<file path="config.mk">
export PLATFORM = sky130hd
export DESIGN_NAME = joystick_calibrate_and_scale
export DESIGN_NICKNAME = d
export VERILOG_FILES = /design/src/jcs_pkg.sv /design/src/jcs_lane.sv /design/src/jcs_merge.sv /design/src/joystick_calibrate_and_scale.sv
export SDC_FILE = /design/constraint.sdc
export NUM_CORES = 1
export LEC_CHECK = 0
export ABC_AREA = 1
export BUFFER_PORTS_ARGS = -buffer_cell sky130_fd_sc_hd__buf_4
export CAP_MARGIN = 5
export CORE_MARGIN = 4
export CORE_UTILIZATION = 40
export DETAILED_ROUTE_END_ITERATION = 8
export PLACE_DENSITY = 0.6
export REMOVE_ABC_BUFFERS = 1
export SLEW_MARGIN = 40
export SYNTH_ARGS = -nofsm -noshare
export SYNTH_HDL_FRONTEND = slang
export SYNTH_SLANG_ARGS = --single-unit
</file>
<file path="constraint.sdc">
create_clock -name clk_i -period 15.4 [get_ports clk_i]
set_input_delay 0.77 -clock clk_i [delete_from_list [all_inputs] [get_ports clk_i]]
set_output_delay 0.77 -clock clk_i [all_outputs]
set_load 0.05 [all_outputs]
</file>
<file path="src/jcs_pkg.sv">
// Shared types and constants for the joystick calibrate-and-scale block.
package jcs_pkg;

  // Default ADC sample width.
  localparam int unsigned SAMPLE_BITS_DEF = 12;

  // Reset values of the deadzone thresholds.
  localparam int unsigned DZ_HIGH_RESET = 2950;
  localparam int unsigned DZ_LOW_RESET  = 820;

  // Full scale of the percent output and the width of a percent value.
  localparam int unsigned PCT_FULL = 100;
  localparam int unsigned PCT_W    = 8;
  localparam int unsigned PCT_MUL_W = $clog2(PCT_FULL + 1);

  // Configuration register indexes.
  localparam int unsigned CFG_IDX_W = 1;
  localparam logic [CFG_IDX_W-1:0] CFG_DZ_HIGH = 1'b0;
  localparam logic [CFG_IDX_W-1:0] CFG_DZ_LOW  = 1'b1;

  // Status codes of a result.
  localparam logic [1:0] STATUS_OK      = 2'd0;
  localparam logic [1:0] STATUS_CAL_ERR = 2'd1;
  localparam logic [1:0] STATUS_BAD_REQ = 2'd2;

  // Request codes; the two unused codes fall to the default arm.
  typedef enum logic [2:0] {
    REQ_POSITION = 3'd0,
    REQ_CENTER   = 3'd1,
    REQ_Y_MAX    = 3'd2,
    REQ_X_MAX    = 3'd3,
    REQ_Y_MIN    = 3'd4,
    REQ_X_MIN    = 3'd5
  } req_e;

  // One finished result on its way to the output register.
  typedef struct packed {
    logic signed [PCT_W-1:0] pos_x;
    logic signed [PCT_W-1:0] pos_y;
    logic [1:0]              status;
  } res_t;

endpackage

</file>
<file path="src/jcs_lane.sv">
// One axis lane: span selection, percent scaling by an iterative divider, clipping.
module jcs_lane #(
  parameter int unsigned SAMPLE_BITS = jcs_pkg::SAMPLE_BITS_DEF
) (
  input  logic                              clk_i,
  input  logic                              rst_ni,
  input  logic                              start_i,
  input  logic [SAMPLE_BITS-1:0]            raw_i,
  input  logic [SAMPLE_BITS-1:0]            ctr_i,
  input  logic [SAMPLE_BITS-1:0]            hi_i,
  input  logic [SAMPLE_BITS-1:0]            lo_i,
  input  logic                              rising_i,
  output logic                              done_o,
  output logic signed [jcs_pkg::PCT_W-1:0]  pct_o
);

  localparam int unsigned NUM_W = SAMPLE_BITS + jcs_pkg::PCT_MUL_W;
  localparam int unsigned CNT_W = $clog2(NUM_W + 1);

  typedef enum logic [1:0] {
    L_IDLE,
    L_RUN,
    L_FIN
  } lane_state_e;

  lane_state_e              state_q;
  logic [CNT_W-1:0]         cnt_q;
  logic [NUM_W-1:0]         quo_q, quo_d;
  logic [SAMPLE_BITS-1:0]   rem_q, rem_d;
  logic [SAMPLE_BITS-1:0]   den_q;
  logic                     neg_q, den_zero_q, num_zero_q;
  logic                     done_q;
  logic signed [jcs_pkg::PCT_W-1:0] pct_q;

  // Operand set-up at start.
  logic                     raw_ge_ctr;
  logic [SAMPLE_BITS:0]     den_s;
  logic                     den_neg;
  logic [SAMPLE_BITS-1:0]   den_mag;
  logic [SAMPLE_BITS-1:0]   diff_mag;
  logic [NUM_W-1:0]         num_mag;

  always_comb begin
    raw_ge_ctr = (raw_i >= ctr_i);
    if (raw_ge_ctr && rising_i) begin
      den_s = {1'b0, hi_i} - {1'b0, ctr_i};
    end else begin
      den_s = {1'b0, ctr_i} - {1'b0, lo_i};
    end
    den_neg  = den_s[SAMPLE_BITS];
    den_mag  = den_neg ? SAMPLE_BITS'(-den_s) : den_s[SAMPLE_BITS-1:0];
    diff_mag = raw_ge_ctr ? (raw_i - ctr_i) : (ctr_i - raw_i);
    num_mag  = NUM_W'(diff_mag) * NUM_W'(jcs_pkg::PCT_FULL);
  end

  // One restoring-division step.
  logic [SAMPLE_BITS:0] rem_sh;

  always_comb begin
    rem_sh = {rem_q, quo_q[NUM_W-1]};
    if (rem_sh >= {1'b0, den_q}) begin
      rem_d = SAMPLE_BITS'(rem_sh - {1'b0, den_q});
      quo_d = {quo_q[NUM_W-2:0], 1'b1};
    end else begin
      rem_d = rem_sh[SAMPLE_BITS-1:0];
      quo_d = {quo_q[NUM_W-2:0], 1'b0};
    end
  end

  // Clip the quotient magnitude and apply the sign.
  logic [jcs_pkg::PCT_W-1:0] mag;

  always_comb begin
    if (den_zero_q) begin
      mag = num_zero_q ? '0 : jcs_pkg::PCT_W'(jcs_pkg::PCT_FULL);
    end else if (quo_q > NUM_W'(jcs_pkg::PCT_FULL)) begin
      mag = jcs_pkg::PCT_W'(jcs_pkg::PCT_FULL);
    end else begin
      mag = quo_q[jcs_pkg::PCT_W-1:0];
    end
  end

  always_ff @(posedge clk_i or negedge rst_ni) begin
    if (!rst_ni) begin
      state_q <= L_IDLE;
      cnt_q   <= '0;
      done_q  <= 1'b0;
    end else begin
      done_q <= 1'b0;
      case (state_q)
        L_IDLE: begin
          if (start_i) begin
            quo_q      <= num_mag;
            rem_q      <= '0;
            den_q      <= den_mag;
            neg_q      <= (!raw_ge_ctr) ^ den_neg;
            den_zero_q <= (den_mag == '0);
            num_zero_q <= (num_mag == '0);
            cnt_q      <= CNT_W'(NUM_W);
            // A zero span still runs the full count, so both lanes always
            // report done in the same cycle.
            state_q    <= L_RUN;
          end
        end
        L_RUN: begin
          quo_q <= quo_d;
          rem_q <= rem_d;
          cnt_q <= cnt_q - CNT_W'(1);
          if (cnt_q == CNT_W'(1)) begin
            state_q <= L_FIN;
          end
        end
        L_FIN: begin
          pct_q   <= neg_q ? -$signed(mag) : $signed(mag);
          done_q  <= 1'b1;
          state_q <= L_IDLE;
        end
        default: begin
          state_q <= L_IDLE;
        end
      endcase
    end
  end

  assign done_o = done_q;
  assign pct_o  = pct_q;

endmodule

</file>
<file path="src/jcs_merge.sv">
// Output stage that merges the lane results with the request status.
module jcs_merge (
  input  logic                              clk_i,
  input  logic                              rst_ni,
  input  logic                              res_valid_i,
  input  jcs_pkg::res_t                     res_i,
  output logic                              res_ready_o,
  output logic                              out_valid_o,
  input  logic                              out_ready_i,
  output logic signed [jcs_pkg::PCT_W-1:0]  pos_x_o,
  output logic signed [jcs_pkg::PCT_W-1:0]  pos_y_o,
  output logic [1:0]                        status_o
);

  logic          out_valid_q;
  jcs_pkg::res_t out_q;

  // The register takes a new result when it is empty or being emptied.
  assign res_ready_o = !out_valid_q || out_ready_i;

  always_ff @(posedge clk_i or negedge rst_ni) begin
    if (!rst_ni) begin
      out_valid_q <= 1'b0;
    end else begin
      if (res_ready_o) begin
        out_valid_q <= res_valid_i;
      end
    end
  end

  always_ff @(posedge clk_i) begin
    if (res_valid_i && res_ready_o) begin
      out_q <= res_i;
    end
  end

  assign out_valid_o = out_valid_q;
  assign pos_x_o     = out_q.pos_x;
  assign pos_y_o     = out_q.pos_y;
  assign status_o    = out_q.status;

endmodule

</file>
<file path="src/joystick_calibrate_and_scale.sv">
// Top level of the joystick calibrate-and-scale block: calibration state and request control.
//
//   channel   direction  handshake                 payload
//   in        sink       in_valid_i / in_ready_o   req_type_i, first_sample_i, second_sample_i
//   out       source     out_valid_o / out_ready_i pos_x_o, pos_y_o, status_o
//   cfg       sink       cfg_we_i (no wait)        cfg_idx_i, cfg_data_i
//
// A position request runs both axis lanes side by side; each lane is a restoring
// divider that retires one quotient bit per cycle over SAMPLE_BITS+7 bits, also
// when a span is zero. Calibration and invalid requests skip the lanes: their
// result is registered at acceptance and then moves to the output register.
// One request is in work at a time; the next is accepted once the previous result
// has moved to the output register, even while that register still waits for
// out_ready_i.
// Reset is asynchronous and active low and needs no clearing pass.
module joystick_calibrate_and_scale #(
  parameter int unsigned SAMPLE_BITS = jcs_pkg::SAMPLE_BITS_DEF
) (
  input  logic                              clk_i,
  input  logic                              rst_ni,
  input  logic                              in_valid_i,
  output logic                              in_ready_o,
  input  logic [2:0]                        req_type_i,
  input  logic [SAMPLE_BITS-1:0]            first_sample_i,
  input  logic [SAMPLE_BITS-1:0]            second_sample_i,
  output logic                              out_valid_o,
  input  logic                              out_ready_i,
  output logic signed [jcs_pkg::PCT_W-1:0]  pos_x_o,
  output logic signed [jcs_pkg::PCT_W-1:0]  pos_y_o,
  output logic [1:0]                        status_o,
  input  logic                              cfg_we_i,
  input  logic [jcs_pkg::CFG_IDX_W-1:0]     cfg_idx_i,
  input  logic [SAMPLE_BITS-1:0]            cfg_data_i
);

  // All calibration state, held as one record.
  typedef struct packed {
    logic [SAMPLE_BITS-1:0] center_x;
    logic [SAMPLE_BITS-1:0] center_y;
    logic [SAMPLE_BITS-1:0] x_high_cal;
    logic [SAMPLE_BITS-1:0] y_high_cal;
    logic [SAMPLE_BITS-1:0] x_low_cal;
    logic [SAMPLE_BITS-1:0] y_low_cal;
    logic                   x_rising;
    logic                   y_rising;
    logic                   axes_swapped;
  } cal_t;

  cal_t                   cal_q, cal_d;
  logic [SAMPLE_BITS-1:0] dz_high_q, dz_low_q;

  // Request control: busy covers the whole life of an accepted request until its
  // result has been handed to the output stage.
  logic       busy_q;
  logic       res_valid_q;
  logic       res_pos_q;
  logic [1:0] res_status_q;
  logic [1:0] status_d;

  logic in_accept;
  logic start;
  logic res_ready;
  logic done_x, done_y;
  logic signed [jcs_pkg::PCT_W-1:0] pct_x, pct_y;
  jcs_pkg::res_t res;

  // Mapped axis samples, following the channel swap found by the Y max capture.
  logic [SAMPLE_BITS-1:0] rx, ry;
  logic [SAMPLE_BITS-1:0] y_high_new;
  logic                   dz_rx, dz_ry;

  function automatic logic in_deadzone(input logic [SAMPLE_BITS-1:0] v,
                                       input logic [SAMPLE_BITS-1:0] hi,
                                       input logic [SAMPLE_BITS-1:0] lo);
    return (v >= hi) || (v <= lo);
  endfunction

  assign in_ready_o = !busy_q;
  assign in_accept  = in_valid_i && in_ready_o;
  assign start      = in_accept && (req_type_i == jcs_pkg::REQ_POSITION);

  assign rx    = cal_q.axes_swapped ? second_sample_i : first_sample_i;
  assign ry    = cal_q.axes_swapped ? first_sample_i : second_sample_i;
  assign dz_rx = in_deadzone(rx, dz_high_q, dz_low_q);
  assign dz_ry = in_deadzone(ry, dz_high_q, dz_low_q);

  // Calibration updates and the status of the request, decided at acceptance.
  always_comb begin
    cal_d      = cal_q;
    status_d   = jcs_pkg::STATUS_OK;
    y_high_new = cal_q.y_high_cal;
    case (jcs_pkg::req_e'(req_type_i))
      jcs_pkg::REQ_POSITION: begin
        status_d = jcs_pkg::STATUS_OK;
      end
      jcs_pkg::REQ_CENTER: begin
        cal_d.center_x = rx;
        cal_d.center_y = ry;
        if (rx == '0 || ry == '0) begin
          status_d = jcs_pkg::STATUS_CAL_ERR;
        end
      end
      jcs_pkg::REQ_Y_MAX: begin
        // A deflection found on the X channel means the channels are wired the
        // other way round, so their roles are exchanged.
        if (dz_ry) begin
          y_high_new = ry;
        end else if (dz_rx) begin
          y_high_new         = rx;
          cal_d.axes_swapped = !cal_q.axes_swapped;
        end
        cal_d.y_high_cal = y_high_new;
        if (y_high_new >= dz_high_q) begin
          cal_d.y_rising = 1'b1;
        end else if (y_high_new <= dz_low_q) begin
          cal_d.y_rising = 1'b0;
        end else begin
          status_d = jcs_pkg::STATUS_CAL_ERR;
        end
      end
      jcs_pkg::REQ_X_MAX: begin
        cal_d.x_high_cal = rx;
        if (rx >= dz_high_q) begin
          cal_d.x_rising = 1'b1;
        end else if (rx <= dz_low_q) begin
          cal_d.x_rising = 1'b0;
        end else begin
          status_d = jcs_pkg::STATUS_CAL_ERR;
        end
      end
      jcs_pkg::REQ_Y_MIN: begin
        // The opposite deflection must lie strictly on the far side of the center.
        cal_d.y_low_cal = ry;
        if ((ry >= cal_q.center_y && cal_q.y_rising) ||
            (ry <= cal_q.center_y && !cal_q.y_rising)) begin
          status_d = jcs_pkg::STATUS_CAL_ERR;
        end
      end
      jcs_pkg::REQ_X_MIN: begin
        cal_d.x_low_cal = rx;
        if ((rx >= cal_q.center_x && cal_q.x_rising) ||
            (rx <= cal_q.center_x && !cal_q.x_rising)) begin
          status_d = jcs_pkg::STATUS_CAL_ERR;
        end
      end
      default: begin
        status_d = jcs_pkg::STATUS_BAD_REQ;
      end
    endcase
  end

  // Calibration state and deadzone registers.
  always_ff @(posedge clk_i or negedge rst_ni) begin
    if (!rst_ni) begin
      cal_q     <= '0;
      dz_high_q <= SAMPLE_BITS'(jcs_pkg::DZ_HIGH_RESET);
      dz_low_q  <= SAMPLE_BITS'(jcs_pkg::DZ_LOW_RESET);
    end else begin
      if (in_accept) begin
        cal_q <= cal_d;
      end
      if (cfg_we_i) begin
        if (cfg_idx_i == jcs_pkg::CFG_DZ_HIGH) begin
          dz_high_q <= cfg_data_i;
        end else begin
          dz_low_q <= cfg_data_i;
        end
      end
    end
  end

  // Request sequencing: a calibration result is ready at once, a position result
  // when both lanes report done. The result then waits until the output stage
  // takes it.
  always_ff @(posedge clk_i or negedge rst_ni) begin
    if (!rst_ni) begin
      busy_q       <= 1'b0;
      res_valid_q  <= 1'b0;
      res_pos_q    <= 1'b0;
      res_status_q <= jcs_pkg::STATUS_OK;
    end else begin
      if (in_accept) begin
        busy_q       <= 1'b1;
        res_valid_q  <= !start;
        res_pos_q    <= start;
        res_status_q <= status_d;
      end else if (res_valid_q && res_ready) begin
        busy_q      <= 1'b0;
        res_valid_q <= 1'b0;
      end else if (done_x && done_y) begin
        res_valid_q <= 1'b1;
      end
    end
  end

  jcs_lane #(
    .SAMPLE_BITS (SAMPLE_BITS)
  ) u_lane_x (
    .clk_i    (clk_i),
    .rst_ni   (rst_ni),
    .start_i  (start),
    .raw_i    (rx),
    .ctr_i    (cal_q.center_x),
    .hi_i     (cal_q.x_high_cal),
    .lo_i     (cal_q.x_low_cal),
    .rising_i (cal_q.x_rising),
    .done_o   (done_x),
    .pct_o    (pct_x)
  );

  jcs_lane #(
    .SAMPLE_BITS (SAMPLE_BITS)
  ) u_lane_y (
    .clk_i    (clk_i),
    .rst_ni   (rst_ni),
    .start_i  (start),
    .raw_i    (ry),
    .ctr_i    (cal_q.center_y),
    .hi_i     (cal_q.y_high_cal),
    .lo_i     (cal_q.y_low_cal),
    .rising_i (cal_q.y_rising),
    .done_o   (done_y),
    .pct_o    (pct_y)
  );

  // The lanes hold their results until the next start, which cannot come before
  // this result has been taken.
  always_comb begin
    res.pos_x  = res_pos_q ? pct_x : '0;
    res.pos_y  = res_pos_q ? pct_y : '0;
    res.status = res_status_q;
  end

  jcs_merge u_merge (
    .clk_i       (clk_i),
    .rst_ni      (rst_ni),
    .res_valid_i (res_valid_q),
    .res_i       (res),
    .res_ready_o (res_ready),
    .out_valid_o (out_valid_o),
    .out_ready_i (out_ready_i),
    .pos_x_o     (pos_x_o),
    .pos_y_o     (pos_y_o),
    .status_o    (status_o)
  );

endmodule

</file>
==> impl_metrics.env, run 1 <==
export IMPL_overall_overflow_remaining_after_global_route=0
export IMPL_tritoncts="built"
export IMPL_clk_latency_ps=540
export IMPL_grt_antenna_before_repair=1
export IMPL_syn_avg_cell_area_um2=7.59
export IMPL_worst_ep_arrival_time_ps=8020
export IMPL_worstReg2RegEnd="u_lane_y.quo_q[18]$_DFFE_PP_"
export IMPL_cts_clk_slew_worst_paths_ps=60
export IMPL_critical_path_endpoint_type="flop"
export IMPL_grt_max_degree=63
export IMPL_fin_setup_tns_ps=0
export IMPL_synthesis_yosys_warnings=0
export IMPL_fillerInstances=5354
export IMPL_drt_pass1_iterations=6
export IMPL_post_cts_resize_count=0
export IMPL_route_antenna_remaining_nets=0
export IMPL_fmax_achieved_mhz=129
export IMPL_numCtsBuffers=34
export IMPL_crit_type="flop to flop"
export IMPL_area_share_of_the_largest_cell_type_after_synthesis_pct=17.5
export IMPL_synth_area_um2=21600
export IMPL_cts_buffer_depth=3
export IMPL_final_instance_count_excl_fill=3629
export IMPL_dpl_cell_count=3568
export IMPL_synth_seq_area_share_pct=31.6
export IMPL_final_setup_viol_count=0
export IMPL_setup_worst_path_start_class="flop"
export IMPL_post_synthesis_register_bit_count=247
export IMPL_final_hold_violation_count=0
export IMPL_h_tree_depth=2
export IMPL_area_delta_synth_final_pct=11.1
export IMPL_drt_initial_drc_count=1224
export IMPL_grt_setup_unrepaired="no"
export IMPL_synthTopCellsByArea="sky130_fd_sc_hd__edfxtp_1 (17%), sky130_fd_sc_hd__ha_1 (16%), sky130_fd_sc_hd__dfrtp_1 (13%)"
export IMPL_worst_ep_required_time_ps=15660
export IMPL_fin_skew_ps=19.2
export IMPL_synth_xor_area_share_pct=4.29
export IMPL_synthSimpleGateAreaFrac_pct=23.2
export IMPL_route_detailed_drc=0
export IMPL_via_per_inst=5.19
export IMPL_die_width_um=241
export IMPL_ioPinCount=65
export IMPL_finalHoldWorstSlack_ps=133
export IMPL_crit_reg2reg_launch="cal_q[0]$_DFFE_PN0P_"
export IMPL_hold_class="primary input to asynchronous set/reset pin"
export IMPL_synth_async_reset_ratio_pct=49.0
export IMPL_dominant_combinational_cell_family_by_area_after_synthesis="simple AND/OR/NAND/NOR gates"
export IMPL_cts_sinks=247
export IMPL_r2r_worst_path_cells=31
export IMPL_final_max_tran_viols=0
export IMPL_critPathSlowestCell="sky130_fd_sc_hd__dfrtp_1"
export IMPL_totalWireLength_um=59500
export IMPL_dp_hpwl_um=47400
export IMPL_max_cap_viols=0
export IMPL_synth_area_mux_share_pct=0
export IMPL_timing_final_crit_period_ps=7760
export IMPL_die_area_um2=57900
export IMPL_post_synth_fa_ha_maj_area_fraction_pct=18.3
export IMPL_postCtsSetupRepairBufs=0
export IMPL_timing_worst_slew_pin_value_ps=801
export IMPL_timing_final_crit_share_pct=50.4
export IMPL_die_h_um=241
export IMPL_vias=18800
export IMPL_num_nets_final=3263
export IMPL_regToRegSetupSlack_ps=7640
export IMPL_grt_pass1_vias=18100
export IMPL_postSynth_topFlopCell="sky130_fd_sc_hd__edfxtp_1"
export IMPL_root_buffer="sky130_fd_sc_hd__clkbuf_16"
export IMPL_synth_largest_area_cell="sky130_fd_sc_hd__edfxtp_1"
export IMPL_synth_cell_type_count=56
export IMPL_run_status="finished, final reports clean"
export IMPL_share_of_the_synthesized_area_in_compound_gates_ao_oa_aoi_oai_pct=13.1
export IMPL_grt_util_all_layers_pct=20.6
export IMPL_postSynthCellCount=2850
export IMPL_routedWlPerCell_um=16.4
export IMPL_post_route_cells_drive_above_1_share_pct=8.95
export IMPL_starting_density_of_the_core_pct=40.7
export IMPL_synth_edf_count=126
export IMPL_slew_headroom_pct=46.2
export IMPL_gpl_final_weighted_congestion=0.926
export IMPL_cts_hold_buf=0
export IMPL_numPortBuffers=64
export IMPL_std_cell_rows=84
export IMPL_placeableCoreArea_um2=53100
export IMPL_cp_slowest_stage_delay_ps=790
export IMPL_crit_path_max_fanout=35
export IMPL_global_route_wire_length_before_repair_um=96200
export IMPL_critical_path_top_cell_by_count="sky130_fd_sc_hd__inv_1"
==> worst max-delay path by stage <==
stage,start,end,slack (ps),cells after the start
detailed placement,cal_q[0]$_DFFE_PN0P_,u_lane_y.quo_q[18]$_DFFE_PP_,7770,33
finish,cal_q[0]$_DFFE_PN0P_,u_lane_y.quo_q[18]$_DFFE_PP_,7640,31
global route,cal_q[0]$_DFFE_PN0P_,u_lane_y.num_zero_q$_DFFE_PP_,6990,30
floorplan,cal_q[0]$_DFFE_PN0P_,u_lane_y.quo_q[18]$_DFFE_PP_,8970,32
CTS,cal_q[0]$_DFFE_PN0P_,u_lane_y.quo_q[18]$_DFFE_PP_,7750,33
global placement,cal_q[0]$_DFFE_PN0P_,u_lane_y.quo_q[18]$_DFFE_PP_,8040,33
==> flip-flops by register name (all words and copies together) (netlist names), 2 cells and up <==
| register | count |
|---|---|
| cal_q | 75 |
| dz_high_q | 12 |
| dz_low_q | 12 |
| res_status_q | 2 |
| u_lane_x.cnt_q | 5 |
| u_lane_x.den_q | 12 |
| u_lane_x.pct_o | 8 |
| u_lane_x.quo_q | 19 |
| u_lane_x.rem_q | 12 |
| u_lane_x.state_q | 2 |
| u_lane_y.cnt_q | 5 |
| u_lane_y.den_q | 12 |
| u_lane_y.pct_o | 8 |
| u_lane_y.quo_q | 19 |
| u_lane_y.rem_q | 12 |
| u_lane_y.state_q | 2 |
| u_merge.pos_x_o | 8 |
| u_merge.pos_y_o | 8 |
| u_merge.status_o | 2 |
==> kinds of logic after synthesis <==
group                      count (synthesis)
AOI/OAI and AO/OA                        512
DFF                                      247
adders and majority gates                302
and+or+nand+nor                         1150
buffers and inverters                    533
xor gates and xnor gates                 106
==> worst max-delay path, delay by kind of cell (launching register included) <==
family                     cells  cell delay [ps]
AOI/OAI and AO/OA             10             2010
adders and majority gates      5             1880
buffers and inverters          6             1020
xor gates and xnor gates       2              430
DFF                            1              790
and+or+nand+nor                8             1360
==> layer usage <==
layer  part of all wire [%]  track usage [%]  vias to the layer above
met5                  0.022                0                        -
met4                    2.5             5.28                        2
met3                    5.0             2.83                       94
met2                     45             33.3                      456
met1                     48             29.1                     8750
li1                       -                -                     9533
==> cells in the mapped netlist (all sizes together), types with 18 or more instances <==
library cell / instances
nor2: 148
nand2: 734
or2: 27
edfxtp: 126
nand3: 143
nand4: 38
fa: 24
clkbuf: 41
ha: 278
a21oi: 163
inv: 472
nor3: 28
dfrtp: 110
xor2: 57
buf: 18
xnor2: 49
o21ai: 259
==> layout make-up <==
type	count	area (µm²)	share of cell area, %
diodes	1	2.50	0.0104
multi-input cells	2070	12800	53.2
inverters	474	1780	7.40
repair buffers	89	672	2.80
well taps	688	861	3.58
clock buffers	42	922	3.84
flip-flops and latches	247	6830	28.4
clock inverters	18	190	0.791
==> metrics by stage <==
stage          worst slack, ps  utilization [%]  instance area [µm²]
2_1_floorplan             8970                -                21300
3_3_place_gp              8040             43.1                22900
3_5_place_dp              7770             43.1                22900
4_1_cts                   7750             45.2                24000
5_1_grt                   6990             45.3                24000
6_report                  7640             45.3                24000
==> layout by cell type (no fill, tap or decap), drive strengths merged, types with 4 or more instances in the layout <==
| cell type | instances |
|---|---|
| clkinv | 11 |
| nand3 | 143 |
| o21ai | 259 |
| o31ai | 6 |
| nand2 | 734 |
| dfstp | 11 |
| o41ai | 6 |
| ha | 278 |
| o211ai | 17 |
| inv | 474 |
| xnor2 | 49 |
| fa | 24 |
| a211oi | 8 |
| nor4 | 16 |
| dfrtp | 110 |
| a31oi | 14 |
| o21bai | 8 |
| buf | 89 |
| xor2 | 57 |
| clkbuf | 42 |
| nor2 | 148 |
| o22ai | 7 |
| o2111ai | 4 |
| or2 | 27 |
| a21oi | 163 |
| nor3 | 28 |
| clkinvlp | 4 |
| nand3b | 13 |
| nand4 | 38 |
| edfxtp | 126 |
Power of run 1 is not shown: default switching activity piles up to over one toggle a cycle in this logic, so the estimate is an artifact.
==> inputs of run 2 (changes only) <==
ABC_AREA = 0   (was 1)
clock period = 7.95 ns   (was 15.4 ns; I/O delays follow)
==> impl_metrics.env, run 2 <==
export IMPL_crit_path_max_fanout=11
export IMPL_cts_buffer_depth=3
export IMPL_setup_worst_path_start="cal_q[0]$_DFFE_PN0P_"
export IMPL_via_per_inst=5.53
export IMPL_cts_sinks=247
export IMPL_final_hold_violation_count=0
export IMPL_synth_edf_count=126
export IMPL_global_route_wire_length_before_repair_um=93700
export IMPL_setup_worst_path_start_class="flop"
export IMPL_worst_hold_startpoint="cfg_data_i[7]"
export IMPL_drt_initial_drc_count=1258
export IMPL_slew_headroom_pct=40.8
export IMPL_post_route_cells_drive_above_1_share_pct=9.54
export IMPL_postSynthCellCount=2356
export IMPL_die_width_um=238
export IMPL_die_area_um2=56700
export IMPL_post_synth_top_count_cell="sky130_fd_sc_hd__ha_1"
export IMPL_placeableCoreArea_um2=52400
export IMPL_route_antenna_remaining_nets=0
export IMPL_run_status="finished, final reports clean"
export IMPL_grt_pass1_vias=17100
export IMPL_h_tree_depth=1
export IMPL_max_cap_viols=0
export IMPL_num_antenna_cells=0
export IMPL_vias=17200
export IMPL_post_synthesis_register_bit_count=247
export IMPL_synth_cell_type_count=89
export IMPL_fin_skew_ps=29.4
export IMPL_tritoncts="built"
export IMPL_area_delta_synth_final_pct=10.7
export IMPL_final_setup_viol_count=0
export IMPL_routedWlPerCell_um=18.6
export IMPL_std_cell_rows=84
export IMPL_timing_final_crit_period_ps=7330
export IMPL_regToRegSetupSlack_ps=620
export IMPL_cts_clk_slew_worst_paths_ps=70
export IMPL_grt_util_all_layers_pct=20.3
export IMPL_grt_antenna_before_repair=2
export IMPL_starting_density_of_the_core_pct=40.4
export IMPL_worst_ep_arrival_time_ps=7710
export IMPL_numPortBuffers=64
export IMPL_worst_ep_required_time_ps=8330
export IMPL_final_max_tran_viols=0
export IMPL_synth_largest_area_cell="sky130_fd_sc_hd__edfxtp_1"
export IMPL_numCtsBuffers=29
export IMPL_regMostFlops="cal_q"
export IMPL_synth_area_um2=21200
export IMPL_fmax_achieved_mhz=136
export IMPL_die_h_um=238
export IMPL_postCtsSetupRepairBufs=0
export IMPL_crit_type="flop to flop"
export IMPL_synth_async_reset_ratio_pct=49.0
export IMPL_dp_hpwl_um=46100
export IMPL_postSynth_topFlopCell="sky130_fd_sc_hd__edfxtp_1"
export IMPL_mostFrequentLayoutCells="sky130_fd_sc_hd__ha_1 (278), sky130_fd_sc_hd__inv_1 (259), sky130_fd_sc_hd__nand2_1 (202)"
export IMPL_timing_worst_slew_pin_value_ps=880
export IMPL_gpl_final_weighted_congestion=0.923
export IMPL_dpl_cell_count=3063
export IMPL_area_share_of_the_largest_cell_type_after_synthesis_pct=17.9
export IMPL_drt_pass1_iterations=7
export IMPL_largest_reg_flops=75
export IMPL_ioPinCount=65
export IMPL_synthesis_yosys_warnings=0
export IMPL_most_common_cell_after_layout_fill_and_taps_aside="sky130_fd_sc_hd__ha_1"
export IMPL_grt_max_degree=50
export IMPL_most_common_library_cells_after_synthesis="sky130_fd_sc_hd__ha_1 (278), sky130_fd_sc_hd__inv_1 (259), sky130_fd_sc_hd__nand2_1 (203), sky130_fd_sc_hd__a21oi_1 (167), sky130_fd_sc_hd__nor2_1 (163)"
export IMPL_hold_class="primary input to flop"
export IMPL_syn_avg_cell_area_um2=8.98
export IMPL_final_instance_count_excl_fill=3120
export IMPL_timing_final_crit_share_pct=92.2
export IMPL_overall_overflow_remaining_after_global_route=0
export IMPL_clk_latency_ps=580
export IMPL_num_nets_final=2756
export IMPL_synthTopCellsByArea="sky130_fd_sc_hd__edfxtp_1 (18%), sky130_fd_sc_hd__ha_1 (16%), sky130_fd_sc_hd__dfrtp_1 (13%)"
export IMPL_biggestRegsByFlops="cal_q: 75 flops, u_lane_x.quo_q: 19 flops, u_lane_y.quo_q: 19 flops"
export IMPL_root_buffer="sky130_fd_sc_hd__clkbuf_16"
export IMPL_crit_reg2reg_launch="cal_q[0]$_DFFE_PN0P_"
export IMPL_totalWireLength_um=57900
export IMPL_route_detailed_drc=0
export IMPL_synth_seq_area_share_pct=32.2
export IMPL_critical_path_endpoint_type="flop"
==> run 2: changes by cell type after synthesis, moves of 32 or more <==
cell and change:
sky130_fd_sc_hd__nand2_1 -500, sky130_fd_sc_hd__inv_1 -201, sky130_fd_sc_hd__o21ai_0 -108, sky130_fd_sc_hd__nand3_1 -85, sky130_fd_sc_hd__mux2i_1 +66, sky130_fd_sc_hd__a21o_1 +51
sky130_fd_sc_hd__and2_1 +37, sky130_fd_sc_hd__mux2_2 +32
==> run 2: kinds of logic (layout without fill, tap and decap cells) <==
logic type	count (synthesis)	in the layout	share of synthesized area [%]
AND/OR/NAND/NOR	685	685	15.8
multiplexers	98	98	4.82
flip-flops	247	247	32.2
XOR/XNOR	124	124	5.13
adder cells (fa/ha/maj)	302	302	18.7
AO/OA/AOI/OAI	562	562	16.9
buffers and inverters	338	414	6.31
==> run 2: critical path: stages (launching register included) <==
cell,delay [ps]
sky130_fd_sc_hd__dfrtp_1,350
sky130_fd_sc_hd__buf_4,190
sky130_fd_sc_hd__mux2i_1,530
sky130_fd_sc_hd__inv_1,280
sky130_fd_sc_hd__ha_1,470
sky130_fd_sc_hd__a21oi_2,200
sky130_fd_sc_hd__a21oi_1,120
sky130_fd_sc_hd__o31ai_1,530
sky130_fd_sc_hd__nand2_2,300
sky130_fd_sc_hd__buf_4,280
sky130_fd_sc_hd__a31oi_1,300
sky130_fd_sc_hd__xor2_1,190
sky130_fd_sc_hd__ha_1,260
sky130_fd_sc_hd__ha_1,280
sky130_fd_sc_hd__inv_1,50
sky130_fd_sc_hd__fa_1,500
sky130_fd_sc_hd__inv_1,40
sky130_fd_sc_hd__ha_1,330
sky130_fd_sc_hd__a21o_1,190
sky130_fd_sc_hd__a21oi_1,220
sky130_fd_sc_hd__o21bai_1,90
sky130_fd_sc_hd__a21oi_1,250
sky130_fd_sc_hd__o21bai_1,110
sky130_fd_sc_hd__a41oi_1,260
sky130_fd_sc_hd__nor2b_1,200
sky130_fd_sc_hd__xnor2_1,90
sky130_fd_sc_hd__or2_2,290
sky130_fd_sc_hd__nor4_1,220
==> run 2: final timing paths <==
path                       cells after the start                              end
min                                            3         dz_high_q[7]$_DFFE_PN1P_
min in group asynchronous                      2            cal_q[10]$_DFFE_PN0P_
max reg2reg                                   27    u_lane_y.num_zero_q$_DFFE_PP_
min reg2reg                                    1  u_merge.out_valid_o$_DFFE_PN0N_
max                                           27    u_lane_y.num_zero_q$_DFFE_PP_
max in group asynchronous                      3            cal_q[36]$_DFFE_PN0P_
==> run 2: final cells by class <==
class / instances / area (µm²)
fillers: 5108 / 29000
multi-input cells: 1771 / 13100
flip-flops and latches: 247 / 6830
inverters: 259 / 972
well taps: 688 / 861
repair buffers: 101 / 811
clock buffers: 36 / 752
clock inverters: 18 / 160
==> run 2: repair_timing <==
item | in CTS | in global routing
gates resized for setup | 0 | 1
hold buffers | 2 | 0
setup endpoints to repair | 0 | 1
endpoints found under the hold margin | 39 | 0
==> run 2: through the flow <==
stage	setup slack, ps	setup TNS (ps)	hold slack (ps)	util (%)	cell area (µm²)
2_1_floorplan	928	0	102	-	20800
3_3_place_gp	900	0	346	42.7	22400
3_5_place_dp	713	0	354	42.9	22500
4_1_cts	629	0	0.952	44.6	23400
5_1_grt	-16.9	-16.9	23.0	44.7	23400
6_report	624	0	35.3	44.7	23400
==> run 2: layer usage <==
metal  vias up  GRT usage, %  part of all wire, %
met1      8183          27.9                   46
li1       8497             -                    -
met5         -             0                0.029
met3       113          2.77                  5.5
met4         2          6.88                  3.6
met2       451          33.0                   45
Power of run 2 is left out for the same reason.
